**src/sv/fsvd_pkg.sv**
```systemverilog
// ----------------------------------------------------------------------------
// fsvd_pkg: shared types and constants for the form string value decoder
// Word layout, queue sizing, character codes, parse phases and register
// indexes used by the front end, the result queue and the top level.
// ----------------------------------------------------------------------------
`default_nettype none

package fsvd_pkg;

   // tag window
   localparam int TAG_MAX_LEN   = 8;
   localparam int TAG_LEN_W     = 4;
   localparam int TAG_IDX_W     = $clog2(TAG_MAX_LEN);

   // hex digits taken by one escape
   localparam int ESC_MAX_DIGITS = 2;

   // configuration register indexes
   localparam logic [1:0] CSR_TAG_BYTES  = 2'd0;
   localparam logic [1:0] CSR_TAG_LENGTH = 2'd1;
   localparam logic [1:0] CSR_CAPACITY   = 2'd2;

   // character codes
   localparam logic [7:0] CHAR_PCT   = 8'h25;
   localparam logic [7:0] CHAR_PLUS  = 8'h2B;
   localparam logic [7:0] CHAR_AMP   = 8'h26;
   localparam logic [7:0] CHAR_SPACE = 8'h20;
   localparam logic [7:0] CHAR_ZERO  = 8'h30;
   localparam logic [7:0] CHAR_NINE  = 8'h39;
   localparam logic [7:0] CHAR_UP_A  = 8'h41;
   localparam logic [7:0] CHAR_UP_F  = 8'h46;
   localparam logic [7:0] HEX_ALPHA_OFS = 8'h41 - 8'd10;
   localparam logic [7:0] CASE_OFS      = 8'h61 - 8'h41;

   // parse phases
   localparam logic [1:0] PH_SEARCH = 2'd0;
   localparam logic [1:0] PH_DECODE = 2'd1;
   localparam logic [1:0] PH_DONE   = 2'd2;
   localparam logic [1:0] PH_MISS   = 2'd3;

   // result queue
   localparam int QUEUE_DEPTH = 4;
   localparam int QPTR_W      = $clog2(QUEUE_DEPTH);
   localparam int QCNT_W      = $clog2(QUEUE_DEPTH + 1);

   typedef struct packed {
      logic [7:0] out_byte;
      logic       is_status;
      logic       found;
      logic       last;
   } word_type;

   // words produced by one accepted item, in order
   typedef struct packed {
      logic [1:0] n;
      word_type   w0;
      word_type   w1;
   } push_type;

   // hex digit check, either case
   function automatic logic is_hex(input logic [7:0] c);
      logic [7:0] u;
      u = (c >= 8'h61) ? c - CASE_OFS : c;
      return (c >= CHAR_ZERO && c <= CHAR_NINE) || (u >= CHAR_UP_A && u <= CHAR_UP_F);
   endfunction

   // hex digit value, valid only where is_hex holds
   function automatic logic [3:0] hex_value(input logic [7:0] c);
      logic [7:0] u;
      logic [7:0] v;
      u = (c >= 8'h61) ? c - CASE_OFS : c;
      v = (c <= CHAR_NINE) ? c - CHAR_ZERO : u - HEX_ALPHA_OFS;
      return v[3:0];
   endfunction

endpackage

`default_nettype wire

```
**src/sv/fsvd_front.sv**
```systemverilog
// ----------------------------------------------------------------------------
// fsvd_front: input side of the form string value decoder
// Holds the configuration registers, slides the tag window over incoming
// characters, decodes the value and hands zero to two words per item on.
// ----------------------------------------------------------------------------
`default_nettype none

module fsvd_front (
   input  wire logic                clock,
   input  wire logic                reset,
   input  wire logic                req_valid,
   output logic                     req_stall,
   input  wire logic                req_kind,
   input  wire logic [7:0]          req_in_byte,
   input  wire logic                csr_valid,
   output logic                     csr_ready,
   input  wire logic [1:0]          csr_index,
   input  wire logic [63:0]         csr_data,
   input  wire logic                q_room,
   output fsvd_pkg::push_type       push
);
   import fsvd_pkg::*;

   logic [TAG_MAX_LEN-1:0][7:0] tag_ff;
   logic [TAG_LEN_W-1:0]        tag_len_ff;
   logic [7:0]                  cap_ff;

   logic [TAG_MAX_LEN-1:0][7:0] recent_ff, recent_in;
   logic [7:0]                  before_ff, before_in;
   logic [3:0]                  seen_ff, seen_in;
   logic [1:0]                  phase_ff, phase_in;
   logic [1:0]                  pend_ff, pend_in;
   logic [3:0]                  esc_ff, esc_in;
   logic [7:0]                  cnt_ff, cnt_in;

   logic                        accept;
   logic [TAG_LEN_W-1:0]        len_lim;
   logic [TAG_LEN_W-1:0]        eff_len;
   logic [TAG_MAX_LEN-1:0][7:0] shift_w;
   logic [TAG_MAX_LEN-1:0]      byte_ok;
   logic                        win_match;
   logic [7:0]                  before_sel;
   logic [1:0]                  enter_ph;
   logic                        c_hex;
   logic [3:0]                  c_val;
   logic                        cont;
   logic                        flush_v;
   logic [7:0]                  flush_b;
   logic                        main_v;
   logic [7:0]                  main_b;
   logic                        main_st;
   logic                        main_fd;

   assign csr_ready = 1'b1;
   assign req_stall = !q_room;
   assign accept    = req_valid && q_room;

   // write configuration
   always_ff @(posedge clock) begin
      if (reset) begin
         tag_ff     <= '0;
         tag_len_ff <= TAG_LEN_W'(1);
         cap_ff     <= 8'hFF;
      end else if (csr_valid && csr_ready) begin
         unique case (csr_index)
            CSR_TAG_BYTES:  tag_ff     <= csr_data;
            CSR_TAG_LENGTH: tag_len_ff <= csr_data[TAG_LEN_W-1:0];
            CSR_CAPACITY:   cap_ff     <= csr_data[7:0];
            default: ;
         endcase
      end
   end

   // effective tag length: clamp, then stop at the first zero byte
   assign len_lim = (tag_len_ff > TAG_LEN_W'(TAG_MAX_LEN)) ? TAG_LEN_W'(TAG_MAX_LEN)
                                                           : tag_len_ff;
   always_comb begin
      eff_len = len_lim;
      for (int i = TAG_MAX_LEN - 1; i >= 0; i--) begin
         if (TAG_LEN_W'(i) < len_lim && tag_ff[i] == 8'h00) eff_len = TAG_LEN_W'(i);
      end
   end

   // window after shifting in the current character
   assign shift_w = {req_in_byte, recent_ff[TAG_MAX_LEN-1:1]};

   // compare the newest eff_len window bytes against the tag
   always_comb begin
      logic [TAG_LEN_W-1:0] pos;
      for (int i = 0; i < TAG_MAX_LEN; i++) begin
         pos        = TAG_LEN_W'(TAG_MAX_LEN) - eff_len + TAG_LEN_W'(i);
         byte_ok[i] = (TAG_LEN_W'(i) >= eff_len) ||
                      (shift_w[pos[TAG_IDX_W-1:0]] == tag_ff[i]);
      end
   end
   assign win_match = &byte_ok;

   // character right before the match
   always_comb begin
      logic [TAG_LEN_W-1:0] bpos;
      bpos = TAG_LEN_W'(TAG_MAX_LEN - 1) - eff_len;
      if (eff_len < TAG_LEN_W'(TAG_MAX_LEN)) before_sel = shift_w[bpos[TAG_IDX_W-1:0]];
      else before_sel = recent_ff[0];
   end

   assign enter_ph = (cap_ff == 8'h00) ? PH_DONE : PH_DECODE;
   assign c_hex    = is_hex(req_in_byte);
   assign c_val    = hex_value(req_in_byte);

   // step the parser for one accepted word
   always_comb begin
      recent_in = recent_ff;
      before_in = before_ff;
      seen_in   = seen_ff;
      phase_in  = phase_ff;
      pend_in   = pend_ff;
      esc_in    = esc_ff;
      cnt_in    = cnt_ff;
      cont      = 1'b1;
      flush_v   = 1'b0;
      flush_b   = 8'h00;
      main_v    = 1'b0;
      main_b    = 8'h00;
      main_st   = 1'b0;
      main_fd   = 1'b0;
      if (accept) begin
         // an empty tag matches at the list start
         if (phase_ff == PH_SEARCH && eff_len == '0) phase_in = enter_ph;
         if (req_kind) begin
            // end of list: flush an open escape, then report status
            if (pend_ff != 2'd0) begin
               flush_v = 1'b1;
               flush_b = (pend_ff == 2'd1) ? CHAR_PCT : {4'h0, esc_ff};
            end
            main_v    = 1'b1;
            main_st   = 1'b1;
            main_fd   = (phase_in == PH_DECODE) || (phase_in == PH_DONE);
            recent_in = '0;
            before_in = 8'h00;
            seen_in   = 4'd0;
            phase_in  = PH_SEARCH;
            pend_in   = 2'd0;
            esc_in    = 4'h0;
            cnt_in    = 8'h00;
         end else if (phase_in == PH_SEARCH) begin
            if (req_in_byte == 8'h00) begin
               phase_in = PH_MISS;
            end else begin
               before_in = recent_ff[0];
               recent_in = shift_w;
               if (seen_ff < 4'(TAG_MAX_LEN + 1)) seen_in = seen_ff + 4'd1;
               if (seen_in >= eff_len && win_match) begin
                  if (seen_in == eff_len || before_sel == CHAR_AMP) phase_in = enter_ph;
                  else phase_in = PH_MISS;
               end
            end
         end else if (phase_in == PH_DECODE) begin
            if (pend_ff != 2'd0) begin
               if (c_hex) begin
                  cont = 1'b0;
                  if (pend_ff < 2'(ESC_MAX_DIGITS)) begin
                     esc_in  = c_val;
                     pend_in = 2'd2;
                  end else begin
                     pend_in = 2'd0;
                     main_v  = 1'b1;
                     main_b  = {esc_ff, c_val};
                     cnt_in  = cnt_ff + 8'd1;
                     if (cnt_in >= cap_ff) phase_in = PH_DONE;
                  end
               end else begin
                  // lone escape: emit it and go on with this character unless the capacity is reached
                  flush_v = 1'b1;
                  flush_b = (pend_ff == 2'd1) ? CHAR_PCT : {4'h0, esc_ff};
                  pend_in = 2'd0;
                  cnt_in  = cnt_ff + 8'd1;
                  if (cnt_in >= cap_ff) begin
                     phase_in = PH_DONE;
                     cont     = 1'b0;
                  end
               end
            end
            if (cont) begin
               if (req_in_byte == 8'h00 || req_in_byte == CHAR_AMP || cnt_in >= cap_ff) begin
                  phase_in = PH_DONE;
               end else if (req_in_byte == CHAR_PCT) begin
                  pend_in = 2'd1;
                  esc_in  = 4'h0;
               end else begin
                  main_v = 1'b1;
                  main_b = (req_in_byte == CHAR_PLUS) ? CHAR_SPACE : req_in_byte;
                  cnt_in = cnt_in + 8'd1;
                  if (cnt_in >= cap_ff) phase_in = PH_DONE;
               end
            end
         end
      end
   end

   // advance parser state
   always_ff @(posedge clock) begin
      if (reset) begin
         recent_ff <= '0;
         before_ff <= 8'h00;
         seen_ff   <= 4'd0;
         phase_ff  <= PH_SEARCH;
         pend_ff   <= 2'd0;
         esc_ff    <= 4'h0;
         cnt_ff    <= 8'h00;
      end else begin
         recent_ff <= recent_in;
         before_ff <= before_in;
         seen_ff   <= seen_in;
         phase_ff  <= phase_in;
         pend_ff   <= pend_in;
         esc_ff    <= esc_in;
         cnt_ff    <= cnt_in;
      end
   end

   // pack the words for the queue: flushed escape first
   always_comb begin
      word_type mw;
      word_type fw;
      mw.out_byte  = main_b;
      mw.is_status = main_st;
      mw.found     = main_fd;
      mw.last      = main_st;
      fw.out_byte  = flush_b;
      fw.is_status = 1'b0;
      fw.found     = 1'b0;
      fw.last      = 1'b0;
      push.n  = {1'b0, flush_v} + {1'b0, main_v};
      push.w0 = flush_v ? fw : mw;
      push.w1 = mw;
   end

`ifndef SYNTHESIS
   a_end_gives_status: assert property (@(posedge clock) disable iff (reset)
      accept && req_kind |-> (push.n == 2'd1 && push.w0.is_status) ||
                             (push.n == 2'd2 && push.w1.is_status))
      else $error("end item did not close with a status word");
   a_status_is_final: assert property (@(posedge clock) disable iff (reset)
      push.n == 2'd2 |-> !push.w0.is_status)
      else $error("status word ahead of a decoded byte");
   a_no_push_idle: assert property (@(posedge clock) disable iff (reset)
      !accept |-> push.n == 2'd0)
      else $error("words pushed without an accepted item");
`endif

endmodule

`default_nettype wire

```
**src/sv/fsvd_queue.sv**
```systemverilog
// ----------------------------------------------------------------------------
// fsvd_queue: result queue and output side of the form string value decoder
// Takes up to two words a cycle from the front end and presents them one a cycle
// on the result channel while rsp_stall is low; reports room for a further two words.
// ----------------------------------------------------------------------------
`default_nettype none

module fsvd_queue (
   input  wire logic                clock,
   input  wire logic                reset,
   input  wire fsvd_pkg::push_type  push,
   output logic                     q_room,
   output logic                     rsp_valid,
   input  wire logic                rsp_stall,
   output logic [7:0]               rsp_out_byte,
   output logic                     rsp_is_status,
   output logic                     rsp_found,
   output logic                     rsp_last
);
   import fsvd_pkg::*;

   word_type            mem_ff [QUEUE_DEPTH];
   logic [QPTR_W-1:0]   wr_ptr_ff, wr_ptr_in;
   logic [QPTR_W-1:0]   rd_ptr_ff, rd_ptr_in;
   logic [QCNT_W-1:0]   count_ff, count_in;
   logic                pop;
   word_type            head;

   assign pop       = rsp_valid && !rsp_stall;
   assign rsp_valid = count_ff != '0;
   assign q_room    = count_ff <= QCNT_W'(QUEUE_DEPTH - 2);

   // present the head word
   assign head          = mem_ff[rd_ptr_ff];
   assign rsp_out_byte  = head.out_byte;
   assign rsp_is_status = head.is_status;
   assign rsp_found     = head.found;
   assign rsp_last      = head.last;

   // advance pointers and fill level
   assign wr_ptr_in = wr_ptr_ff + QPTR_W'(push.n);
   assign rd_ptr_in = rd_ptr_ff + QPTR_W'(pop);
   assign count_in  = count_ff + QCNT_W'(push.n) - QCNT_W'(pop);

   always_ff @(posedge clock) begin
      if (reset) begin
         wr_ptr_ff <= '0;
         rd_ptr_ff <= '0;
         count_ff  <= '0;
      end else begin
         wr_ptr_ff <= wr_ptr_in;
         rd_ptr_ff <= rd_ptr_in;
         count_ff  <= count_in;
      end
   end

   // store incoming words
   always_ff @(posedge clock) begin
      if (push.n != 2'd0) mem_ff[wr_ptr_ff] <= push.w0;
      if (push.n == 2'd2) mem_ff[wr_ptr_ff + QPTR_W'(1)] <= push.w1;
   end

`ifndef SYNTHESIS
   a_fill_bound: assert property (@(posedge clock) disable iff (reset)
      count_ff <= QCNT_W'(QUEUE_DEPTH))
      else $error("queue fill level beyond depth");
   a_push_has_room: assert property (@(posedge clock) disable iff (reset)
      push.n != 2'd0 |-> count_ff <= QCNT_W'(QUEUE_DEPTH - 2))
      else $error("push into a queue without room");
   a_stalled_word_holds: assert property (@(posedge clock) disable iff (reset)
      rsp_valid && rsp_stall |=> rsp_valid && $stable(head))
      else $error("stalled result word changed");
`endif

endmodule

`default_nettype wire

```
**src/sv/form_string_value_decode_unit.sv**
```systemverilog
// ----------------------------------------------------------------------------
// form_string_value_decode_unit: streaming percent decoder for one form field
// Finds the configured tag at a field start and emits the decoded value
// bytes, then a status word per list.
// ----------------------------------------------------------------------------
// A word is written into the result queue when its item is accepted and is
// presented on rsp from there. One item per cycle while req_stall is low; an
// item that yields two words uses the single-word output port twice, and req
// stalls once the four-entry result queue holds more than two words.
// Reset clears parser state, the queue and the registers (tag 0, length 1,
// capacity 255); the block takes items from the first cycle after reset.
`default_nettype none

module form_string_value_decode_unit (
   input  wire logic        clock,
   input  wire logic        reset,
   input  wire logic        req_valid,
   output logic             req_stall,
   input  wire logic        req_kind,
   input  wire logic [7:0]  req_in_byte,
   output logic             rsp_valid,
   input  wire logic        rsp_stall,
   output logic [7:0]       rsp_out_byte,
   output logic             rsp_is_status,
   output logic             rsp_found,
   output logic             rsp_last,
   input  wire logic        csr_valid,
   output logic             csr_ready,
   input  wire logic [1:0]  csr_index,
   input  wire logic [63:0] csr_data
);
   import fsvd_pkg::*;

   push_type push;
   logic     q_room;

   // parse and decode
   fsvd_front u_front (
      .clock       (clock),
      .reset       (reset),
      .req_valid   (req_valid),
      .req_stall   (req_stall),
      .req_kind    (req_kind),
      .req_in_byte (req_in_byte),
      .csr_valid   (csr_valid),
      .csr_ready   (csr_ready),
      .csr_index   (csr_index),
      .csr_data    (csr_data),
      .q_room      (q_room),
      .push        (push)
   );

   // queue and deliver words
   fsvd_queue u_queue (
      .clock         (clock),
      .reset         (reset),
      .push          (push),
      .q_room        (q_room),
      .rsp_valid     (rsp_valid),
      .rsp_stall     (rsp_stall),
      .rsp_out_byte  (rsp_out_byte),
      .rsp_is_status (rsp_is_status),
      .rsp_found     (rsp_found),
      .rsp_last      (rsp_last)
   );

endmodule

`default_nettype wire
```
**config.mk**
```make
export PLATFORM = sky130hd
export DESIGN_NAME = form_string_value_decode_unit
export DESIGN_NICKNAME = d
export VERILOG_FILES = /design/src/sv/fsvd_pkg.sv /design/src/sv/fsvd_front.sv /design/src/sv/fsvd_queue.sv /design/src/sv/form_string_value_decode_unit.sv
export SDC_FILE = /design/constraint.sdc
export NUM_CORES = 1
export LEC_CHECK = 0
export ABC_AREA = 0
export BUFFER_PORTS_ARGS = -buffer_cell sky130_fd_sc_hd__buf_2
export CAP_MARGIN = 20
export CORE_ASPECT_RATIO = 1.4
export CORE_MARGIN = 2
export CORE_UTILIZATION = 40
export CTS_CLUSTER_DIAMETER = 40
export DETAILED_ROUTE_END_ITERATION = 8
export GPL_TIMING_DRIVEN = 0
export MAX_ROUTING_LAYER = met4
export PLACE_DENSITY_LB_ADDON = 0.25
export SYNTH_ARGS = -nofsm -noshare
export SYNTH_HDL_FRONTEND = slang
export SYNTH_SLANG_ARGS = --single-unit
```
**constraint.sdc**
```tcl
create_clock -name clock -period 7.7 [get_ports clock]
set_input_delay 1.155 -clock clock [delete_from_list [all_inputs] [get_ports clock]]
set_output_delay 1.155 -clock clock [all_outputs]
set_load 0.02 [all_outputs]
```
## Word level (Yosys, flattened, before mapping)

Memory sizes are Yosys's and may differ from the RTL's. A register that Yosys moved wholly into a read port is not among the register bits.
Index checks and enable logic that the tools add are counted.

- Memories kept: 1
- Memory bits (read-only): 0
- Output and inout port bits: 14
- Input bits: 80
- Flip-flop bits (word level): 167
- RAM bits: 44
- Latch bits: 0

Memory list:

| name | words | width | rd ports | clocked after memory_dff | write ports | RTL line | RTL |
|---|---|---|---|---|---|---|---|
| u_queue.mem_ff | 4 | 11 | 1 | 1 | 2 | fsvd_queue.sv:22 | `word_type mem_ff [QUEUE_DEPTH];` |

- Shifts and indexed selects: 0
- Multipliers: 0
- Add/subtract/negate cells: 21
- Div/mod/pow operators: 0
- Bitwise operators: 0
- Reduce and logical (&&, ||, !) cells: 54
- Equality and inequality tests: 21
- Multiplexer cells: 142
- Order comparisons: 39

Operators with widths:

| kind | count |
|---|---|
| $mux 8 | 42 |
| $bmux 8 s3 | 9 |
| $mux 64 | 3 |
| $mux 4 | 27 |
| $logic_not 8->1 | 10 |
| $eq 8x8->1 | 8 |
| $mux 2 | 27 |
| $lt 3x4->1 const B | 9 |
| $eq 8x6->1 const B | 4 |
| $mux 1 | 32 |
| $ge 8x8->1 | 3 |
| $add 8x1->8 const B | 2 |
| $ge 3x4->1 const A | 4 |
| $ge 8x7->1 const B | 2 |
| $lt 3x4->1 const A | 4 |
| $logic_and 1x1->1 | 14 |
| $logic_or 1x1->1 | 13 |
| $add 3x3->3 const B | 4 |
| $mux 11 | 1 |
| $ge 1x4->1 const A | 2 |
| $ge 2x4->1 const A | 2 |
| $ge 8x6->1 const B | 1 |
| $le 8x6->1 const B | 1 |
| $le 8x7->1 const B | 1 |
| 34 further kinds | 52 |

## Longest topological paths before layout

Gate-level depths: netlist of the first run.

- Depth after elaboration: 33
- Gate-level depth with buffers: 33
- Mapped depth without buffers: 30

## By module

From an unflattened synthesis of the first run, not the netlist that was laid out.

- Cell total of the unflattened synthesis: 1504
- Area total of the unflattened synthesis: 14269.9 µm²

By module, submodules not included:

| module | area an instance (µm²) | times used | cells an instance | seq. area each (µm²) |
|---|---|---|---|---|
| fsvd_front | 11616.1 | 1 | 1348 | 3203.1 |
| fsvd_queue | 2653.8 | 1 | 156 | 1461.4 |

## Worst setup path before layout of the first run

Ideal clock, no wire load.

- Path kind: input -> register
- Start: input req_in_byte[1]
- End: register u_queue.count_ff[2]
- Arrival: 6.507 ns
- Stages on the path: 33
- Path slack: 1.066 ns
- Cells stage by stage: clkbuf_1 inv_1 ha_1 nor2_1 o2111ai_1 and3_1 clkbuf_1 nand3_1 o41a_1 a21oi_1 xnor2_1 inv_1 ha_1 nand2b_1 a21o_1 a21oi_1 nor2b_1 o21ai_0 nand2b_1 a21oi_1 o211ai_1 a211o_1 clkbuf_1 a21boi_0 o21a_1 inv_1 ha_1 inv_1 ha_1 fa_1 xnor2_1 xnor2_1 nor2_1

- Word-level cells in the longest chain between the ends: 22
- Elaborated cells on any way between the ends: 46
- Classes of those cells: 4 x add/sub; 6 x order compare; 2 x eq/ne; 28 x mux; 6 x reduce/logical

Ends and longest elaborated chain:

| element | RTL line | RTL |
|---|---|---|
| from (decl) | form_string_value_decode_unit.sv:20 | `input wire logic [7:0] req_in_byte,` |
| $sub 8x6->8 or $ge 8x7->1 (tied branches) | fsvd_pkg.sv:63 | `u = (c >= 8'h61) ? c - CASE_OFS : c;` |
| $mux 8 | fsvd_pkg.sv:63 |  |
| $ge 8x7->1 or $le 8x7->1 (tied branches) | fsvd_pkg.sv:64 | `return (c >= CHAR_ZERO && c <= CHAR_NINE) \|\| (u >= CHAR_UP_A && u <= CHAR_UP_F);` |
| $logic_and 1x1->1 | fsvd_pkg.sv:64 |  |
| $logic_or 1x1->1 | fsvd_pkg.sv:64 |  |
| $mux 8 | fsvd_front.sv:159 | `if (c_hex) begin` |
| $mux 8 | fsvd_front.sv:158 | `if (pend_ff != 2'd0) begin` |
| $mux 8 | fsvd_front.sv:157 | `end else if (phase_in == PH_DECODE) begin` |
| [... 6 more ...] | - |  |
| $mux 1 | fsvd_front.sv:183 | `if (cont) begin` |
| $mux 1 | fsvd_front.sv:157 |  |
| $mux 1 | fsvd_front.sv:145 | `end else if (phase_in == PH_SEARCH) begin` |
| $mux 1 | fsvd_front.sv:129 | `if (req_kind) begin` |
| $mux 1 | fsvd_front.sv:126 | `if (accept) begin` |
| $add 1x1->2 * | fsvd_front.sv:233 | `push.n = {1'b0, flush_v} + {1'b0, main_v};` |
| $add 3x2->3 * | fsvd_queue.sv:43 | `assign count_in = count_ff + QCNT_W'(push.n) - QCNT_W'(pop);` |
| $sub 3x1->3 * | fsvd_queue.sv:43 |  |
| to (signal assigned) | fsvd_queue.sv:53 | `count_ff <= count_in;` |
| to (decl) | fsvd_queue.sv:25 | `logic [QCNT_W-1:0] count_ff, count_in;` |

Mark *: on every way between the ends. The rest lies on a longest branch, timed or not. The select of a mux whose other input is x is not followed.
A chain may end at the register's enable or synchronous reset.

## Worst setup path after layout of the first run

- Start: register u_front.tag_ff[23] in the netlist's numbering
- End: register u_front.phase_ff[0]

- Word-level cells in the longest chain between the ends: 20
- Elaborated cells on any way between the ends: 84
- Classes of those cells: 9 x add/sub; 10 x order compare; 11 x eq/ne; 38 x mux; 16 x reduce/logical

Ends and longest elaborated chain:

| element | RTL line | RTL |
|---|---|---|
| from (decl) | fsvd_front.sv:24 | `logic [TAG_MAX_LEN-1:0][7:0] tag_ff;` |
| from (signal assigned) | fsvd_front.sv:66 | `CSR_TAG_BYTES: tag_ff <= csr_data;` |
| parallel branches: the longest is 18 deep, another holds $sub 1x3->3 | - |  |
| $mux 2 * | fsvd_front.sv:145 |  |
| $mux 2 * | fsvd_front.sv:129 |  |
| to (signal assigned) | fsvd_front.sv:214 | `phase_ff <= phase_in;` |
| to (decl) | fsvd_front.sv:31 | `logic [1:0] phase_ff, phase_in;` |

Every way passes the cells marked *. The select of a mux whose other input is x is not followed.

==> results of run 1 <==
==> worst max-delay path by stage <==
stage	slack (ns)	depth (start not counted)	endpoint	start
after floorplan	1.07	33	u_queue.count_ff[2]	req_in_byte[1]
after global routing	0.08	33	u_queue.mem_ff[2][6]	req_in_byte[0]
after CTS	0.17	34	u_queue.mem_ff[2][6]	req_in_byte[1]
final	0.25	20	u_front.phase_ff[0]	u_front.tag_ff[23]
after detailed placement	-0.38	34	u_queue.mem_ff[2][6]	req_in_byte[1]
after global placement	-0.63	30	u_queue.mem_ff[1][8]	req_in_byte[1]
==> synthesized netlist by cell type (8+ instances only) <==
cell                       instances
sky130_fd_sc_hd__buf_2             8
sky130_fd_sc_hd__or3_1             9
sky130_fd_sc_hd__nand2b_1         12
sky130_fd_sc_hd__a211o_1          11
sky130_fd_sc_hd__mux2i_1         137
sky130_fd_sc_hd__xnor2_1          74
sky130_fd_sc_hd__clkbuf_1         70
sky130_fd_sc_hd__o21a_1            8
sky130_fd_sc_hd__nor2_1          150
sky130_fd_sc_hd__nor3_1           23
sky130_fd_sc_hd__and3_1            9
sky130_fd_sc_hd__dfxtp_1         167
sky130_fd_sc_hd__edfxtp_1         40
sky130_fd_sc_hd__o21ai_0          41
sky130_fd_sc_hd__nor4_1           26
sky130_fd_sc_hd__mux2_2           13
sky130_fd_sc_hd__nand3_1          38
sky130_fd_sc_hd__a31oi_1          14
sky130_fd_sc_hd__buf_1            12
sky130_fd_sc_hd__xor2_1           49
sky130_fd_sc_hd__nand2_1         212
sky130_fd_sc_hd__mux4_2           17
sky130_fd_sc_hd__nor2b_1          12
sky130_fd_sc_hd__nand4_1          19
sky130_fd_sc_hd__a22oi_1          69
sky130_fd_sc_hd__nor4b_1          11
sky130_fd_sc_hd__a21oi_1          91
sky130_fd_sc_hd__a21o_1           13
sky130_fd_sc_hd__inv_1            44
sky130_fd_sc_hd__ha_1             51
==> stage by stage <==
step | total power, W | cells | setup WS, ns | hold WS [ns]
after global routing | 0.00422 | 2160 | 0.0760 | 0.498
after CTS | 0.00404 | 2159 | 0.171 | 0.481
after floorplan | 0.00233 | 1572 | 1.07 | 0.440
after global placement | 0.00270 | 2106 | -0.629 | 0.467
after detailed placement | 0.00272 | 2107 | -0.377 | 0.472
final | 0.00402 | 2160 | 0.254 | 0.480
==> kinds of logic after synthesis <==
kind of cell	share of synthesized area, %
fa+ha+maj	4.84
compound gates	15.7
simple gates	19.0
xor+xnor	8.28
mux	14.2
other cells	0.0276
buf+inv	4.54
flops	33.4
==> critical path: stages, from the launching register on <==
cell	delay, ns
sky130_fd_sc_hd__dfxtp_1	0.42
sky130_fd_sc_hd__nor4_1	0.68
sky130_fd_sc_hd__o211ai_1	0.25
sky130_fd_sc_hd__o22a_1	0.27
sky130_fd_sc_hd__nand3_2	0.16
sky130_fd_sc_hd__buf_4	0.25
sky130_fd_sc_hd__buf_2	0.32
sky130_fd_sc_hd__buf_1	0.66
sky130_fd_sc_hd__ha_1	0.29
sky130_fd_sc_hd__buf_2	0.29
sky130_fd_sc_hd__buf_2	0.37
sky130_fd_sc_hd__buf_1	0.62
sky130_fd_sc_hd__mux2i_1	0.27
sky130_fd_sc_hd__a21oi_1	0.47
sky130_fd_sc_hd__xnor2_1	0.18
sky130_fd_sc_hd__a31oi_1	0.12
sky130_fd_sc_hd__nor4_2	0.54
sky130_fd_sc_hd__a31oi_1	0.17
sky130_fd_sc_hd__a311oi_2	0.48
sky130_fd_sc_hd__mux2_1	0.37
sky130_fd_sc_hd__o22ai_1	0.16
==> registers in the layout (all words and copies together), names as in the netlist <==
| register | flops |
|---|---|
| u_queue.mem_ff | 40 |
| u_queue.wr_ptr_ff | 2 |
| u_front.phase_ff | 2 |
| u_front.tag_len_ff | 4 |
| u_front.cap_ff | 8 |
| u_front.recent_ff | 64 |
| u_front.seen_ff | 4 |
| u_front.pend_ff | 2 |
| u_queue.count_ff | 3 |
| u_queue.rd_ptr_ff | 2 |
| u_front.cnt_ff | 8 |
| u_front.esc_ff | 4 |
| u_front.tag_ff | 64 |
==> power by group through the flow <==
| stage | Combinational [W] | Sequential [W] | Clock, W |
|---|---|---|---|
| 6_report | 0.00146 | 0.00125 | 0.00131 |
| 5_1_grt | 0.00158 | 0.00126 | 0.00137 |
| 4_1_cts | 0.00146 | 0.00125 | 0.00133 |
| 3_5_place_dp | 0.00145 | 0.00127 | 0 |
| 3_3_place_gp | 0.00143 | 0.00127 | 0 |
| 2_1_floorplan | 0.00108 | 0.00125 | 0 |
==> cell type report <==
class / instances / area, sq um
fillers: 3417 / 17800
repair buffers: 92 / 465
plain buffers: 99 / 442
inverters: 46 / 175
well taps: 445 / 557
flip-flops and latches: 207 / 4540
clock inverters: 21 / 240
multi-input cells: 1219 / 8450
clock buffers: 31 / 722
==> routing by layer <==
layer / GRT usage [%] / part of all wire [%]
met2: 43.9 / 50
met1: 27.3 / 38
met3: 2.84 / 5.0
met4: 17.2 / 7.5
met5: - / 0
==> flow_metrics.py, run 1 <==
metrics = {
    "global_route": {
        "grt_max_degree": 16,
        "grt_pass1_vias": 12300,
        "first_pass_grt_wire_length_mm": 68.9,
        "initial_antenna_violation_count": 0,
        "aggregate_global_route_resource_usage_pct": 25.4,
        "grt_overflow": 0,
    },
    "clock_tree": {
        "ctsResizeCount": 0,
        "later_pin_clock_latency_in_the_skew_report_ns": 0.57,
        "worst_setup_hold_path_clk_slew_ns": 0.06,
        "ctsLongestPathBuffers": 3,
        "ctsHtreeMaxLevel": 1,
        "cts_setup_buffers": 0,
        "clock_tree.root_cell": "sky130_fd_sc_hd__clkbuf_16",
        "clock_tree_from_tritoncts": "yes",
        "holdBufCountCts": 0,
        "cts_buf_count": 28,
        "clock_sink_count": 207,
    },
    "final_layout": {
        "diodes": 0,
        "most_common_cell_after_layout_fill_and_taps_aside": "sky130_fd_sc_hd__nand2_1",
        "area_growth_syn_to_layout_pct": 14.7,
        "final_area_sq_um": 15600,
        "final_core_util_pct": 46.7,
        "mostFrequentLayoutCells": "sky130_fd_sc_hd__nand2_1, sky130_fd_sc_hd__dfxtp_1, sky130_fd_sc_hd__nor2_1, sky130_fd_sc_hd__mux2i_1, sky130_fd_sc_hd__buf_2",
        "fin_nets": 1825,
        "layout-drive-gt1-share_pct": 12.7,
    },
    "setup_path": {
        "r2r_setup_slack_ns": 0.25,
        "critical_path.endpoint_type": "flip-flop",
        "r2r-start": "u_front.tag_ff[23]",
        "startpoint_type": "flip-flop",
        "timing.reg2reg.worst_path_depth": 20,
        "timing.critical_path.fanout_max": 11,
        "cp.required_ns": 8.16,
        "reg_to_reg_end": "u_front.phase_ff[0]",
        "criticalPathCategory": "flip-flop to flip-flop",
        "arrival_time_reported_for_the_critical_path_endpoint_ns": 7.91,
    },
    "timing": {
        "rsz0062_at_grt": "false",
        "fin_setup_tns_ns": 0,
        "min_period_ns": 7.45,
        "fmax_mhz": 134,
        "worstMarginPinSlew_ns": 0.969,
        "finalHoldViolations": 0,
        "setup_violations": 0,
        "worst_slew_margin_rel_pct": 35.1,
        "timing.final.max_slew_violations": 0,
        "fin_worst_skew_ns": 0.0282,
        "timing.final.crit_share_pct": 96.7,
    },
    "routing": {
        "firstDrtPassIters": 8,
        "drt-vias-per-instance": 5.72,
        "num_vias": 12300,
        "detailedRoute.firstIterationViolations": 814,
        "detail-route-antenna-nets": 0,
        "drcViolationCount": 0,
        "wl_per_cell_microns": 20.5,
        "routed_wirelength_mm": 44.2,
    },
    "place": {
        "place.gp.congestion": 0.998,
        "placed_cell_area_sq_um": 14600,
        "portbufs": 89,
        "detailedPlacementHpwl_mm": 35.2,
    },
    "run": {
        "cap_viol_max_count": 0,
    },
    "logic_synthesis": {
        "proportion_of_netlist_area_held_by_the_largest_area_contributor_pct": 24.6,
        "post_synth_main_area_contributors": "sky130_fd_sc_hd__dfxtp_1, sky130_fd_sc_hd__mux2i_1, sky130_fd_sc_hd__edfxtp_1, sky130_fd_sc_hd__nand2_1, sky130_fd_sc_hd__xnor2_1",
        "synth_async_sr_flop_share_pct": 0,
        "netlist_area_sq_um": 13600,
        "synth_top_area_cell": "sky130_fd_sc_hd__dfxtp_1",
        "yosys.cell_types.count": 80,
        "synth_cells": 1572,
        "synth_nets": 1704,
        "synth_top_flop_cell": "sky130_fd_sc_hd__dfxtp_1",
        "ys_seq_elements": 207,
        "synth_enable_flop_cells": 40,
        "synth_sequential_area_ratio_pct": 33.4,
        "synth-warning-count": 0,
        "synth_area_per_cell_sq_um": 8.65,
    },
    "power_and_ir_drop": {
        "power_frac_clock_pct": 32.5,
        "ir_drop_uv": 179,
        "total_switching_power_w": 0.00147,
        "power.share.sequential_pct": 31.1,
        "pleak_nw": 6.25,
        "power_switching_share_pct": 36.6,
        "combinational_cell_fraction_of_total_power_pct": 36.4,
        "power_density_nw_per_um2": 258,
        "cell_internal_pwr_w": 0.00255,
    },
    "worst_hold_path": {
        "hold_path.startpoint": "u_front.tag_ff[48]",
        "hold_end": "u_front.tag_ff[48]",
        "hold_path_class": "flip-flop to flip-flop",
        "hold-path-cell-count": 2,
    },
    "status": {
        "status": "complete, no violations",
    },
    "die": {
        "die_w_microns": 160,
        "floorplan.initialDensity_pct": 40.7,
        "placementRows": 79,
        "dieArea_sq_um": 35500,
        "design.core.area_sq_um": 33400,
        "floorplan.io_pins": 94,
        "dieHeight_microns": 222,
    },
}
Power figures use the tool's default switching activity.
==> run 2: changes to the inputs <==
clock period = 8.5 ns   (was 7.7 ns; I/O delays follow)
==> run 2 against run 1 <==
Net effect:
- clock skew is essentially flat
- final area about the same
- via count increased by 0.16%
- critical path type is now input port to flip-flop
- largest power group unchanged
- largest cell class unchanged
==> flow_metrics.py, run 2 (synthesis gave the netlist of run 1 again) <==
metrics = {
    "place": {
        "portbufs": 89,
        "dp.cells": 2107,
        "place.gp.congestion": 0.998,
        "detailedPlacementHpwl_mm": 35.2,
    },
    "die": {
        "dieHeight_microns": 222,
        "placementRows": 79,
        "dieArea_sq_um": 35500,
        "design.core.area_sq_um": 33400,
        "floorplan.io_pins": 94,
        "die_w_microns": 160,
        "floorplan.initialDensity_pct": 40.7,
    },
    "routing": {
        "detail-route-antenna-nets": 0,
        "wl_per_cell_microns": 20.5,
        "firstDrtPassIters": 5,
        "detailedRoute.firstIterationViolations": 750,
        "num_vias": 12400,
        "drt-vias-per-instance": 5.72,
        "routed_wirelength_mm": 44.3,
        "drcViolationCount": 0,
    },
    "clock_tree": {
        "holdBufCountCts": 0,
        "ctsLongestPathBuffers": 3,
        "cts_buf_count": 28,
        "ctsResizeCount": 0,
        "ctsHtreeMaxLevel": 1,
        "clock_tree.root_cell": "sky130_fd_sc_hd__clkbuf_16",
        "cts_setup_buffers": 0,
        "clock_sink_count": 207,
        "worst_setup_hold_path_clk_slew_ns": 0.06,
        "clock_tree_from_tritoncts": "yes",
        "later_pin_clock_latency_in_the_skew_report_ns": 0.57,
    },
    "timing": {
        "worst_slew_margin_rel_pct": 35.7,
        "fin_worst_hold_slack_ns": 0.480,
        "fin_worst_skew_ns": 0.0279,
        "worstMarginPinSlew_ns": 0.960,
        "rsz0062_at_grt": "false",
        "timing.final.crit_share_pct": 89.2,
        "fmax_mhz": 132,
        "fin_setup_tns_ns": 0,
        "timing.final.max_slew_violations": 0,
        "finalHoldViolations": 0,
        "min_period_ns": 7.59,
        "setup_violations": 0,
    },
    "setup_path": {
        "timing.critical_path.fanout_max": 10,
        "reg_to_reg_end": "u_front.phase_ff[0]",
        "timing.reg2reg.worst_path_depth": 20,
        "r2r-start": "u_front.tag_ff[23]",
        "cp.required_ns": 8.77,
        "crit_slowest_cell": "sky130_fd_sc_hd__a21oi_1",
        "criticalPathCategory": "input port to flip-flop",
        "critical_path.endpoint_type": "flip-flop",
        "arrival_time_reported_for_the_critical_path_endpoint_ns": 7.86,
        "startpoint_type": "input port",
        "r2r_setup_slack_ns": 1.03,
        "max_stage_delay_ns": 0.52,
    },
    "final_layout": {
        "mostFrequentLayoutCells": "sky130_fd_sc_hd__nand2_1, sky130_fd_sc_hd__dfxtp_1, sky130_fd_sc_hd__nor2_1, sky130_fd_sc_hd__mux2i_1, sky130_fd_sc_hd__buf_2",
        "reg.largest.list": "u_front.recent_ff: 64 flops, u_front.tag_ff: 64 flops, u_queue.mem_ff: 40 flops",
        "final_core_util_pct": 46.7,
        "layout-drive-gt1-share_pct": 12.4,
        "most_common_cell_after_layout_fill_and_taps_aside": "sky130_fd_sc_hd__nand2_1",
        "fin_nets": 1826,
        "diodes": 0,
        "final-instance-count-excl-fill": 2161,
        "area_growth_syn_to_layout_pct": 14.7,
    },
    "global_route": {
        "grt_pass1_vias": 12300,
        "aggregate_global_route_resource_usage_pct": 25.4,
        "initial_antenna_violation_count": 0,
        "first_pass_grt_wire_length_mm": 68.9,
        "grt_overflow": 0,
        "grt_max_degree": 16,
    },
    "worst_hold_path": {
        "hold-path-cell-count": 2,
        "hold_path_class": "flip-flop to flip-flop",
        "hold_path.startpoint": "u_front.tag_ff[48]",
        "hold_end": "u_front.tag_ff[48]",
    },
    "power_and_ir_drop": {
        "pleak_nw": 6.24,
        "power_density_nw_per_um2": 234,
        "ir_drop_uv": 162,
    },
    "run": {
        "cap_viol_max_count": 0,
    },
    "status": {
        "status": "complete, no violations",
    },
}
run 2: cell types whose count changed in the layout (fill, tap and decap cells not counted), sizes merged:
cell | before | now
clkbuf | 102 | 103
run 2: metal layers:
metal	vias to the layer above	GRT usage, %	routed length (microns)
li1	5912	-	-
met1	5834	27.3	16800
met2	462	43.9	21800
met3	159	2.84	2260
met4	0	17.2	3440
met5	-	-	0
run 2: worst max path at each step:
stage                   start                    to  slack (ns)  cells after the start
2_1_floorplan  req_in_byte[1]   u_queue.count_ff[2]        1.75                     33
3_3_place_gp   req_in_byte[1]  u_queue.mem_ff[1][8]        0.05                     30
3_5_place_dp   req_in_byte[1]  u_queue.mem_ff[2][6]        0.30                     34
4_1_cts        req_in_byte[1]  u_queue.mem_ff[2][6]        0.85                     34
5_1_grt        req_in_byte[1]  u_queue.mem_ff[2][6]        0.22                     33
6_report       req_in_byte[1]  u_queue.mem_ff[2][6]        0.91                     34
run 2: layout make-up:
class	instances	area, sq um
clock inverter	21	240
fill	3420	17800
buffer	100	442
clock buffer	31	722
inverter	46	175
tap	445	557
multi-input combinational	1219	8450
sequential	207	4540
timing repair buffer	92	465
run 2: worst max-delay path: cells and delay by family:
family | cells | cell delay, ns
compound gates | 12 | 2.54
fa+ha+maj | 3 | 0.71
buf+inv | 9 | 1.62
xor+xnor | 1 | 0.28
simple gates | 9 | 1.39
run 2: report_power, final:
group	internal [W]	switching, W
Combinational	0.000532	0.000796
Sequential	0.00108	0.0000504
Clock	0.000694	0.000490
run 2: metrics by stage:
step / setup WS [ns] / instance area [sq um] / total power, W
floorplan: 1.75 / 13600 / 0.00211
global placement: 0.0513 / 14600 / 0.00244
CTS: 0.851 / 15600 / 0.00366
finish: 0.915 / 15600 / 0.00365
detailed placement: 0.303 / 14600 / 0.00247
global route: 0.218 / 15600 / 0.00382
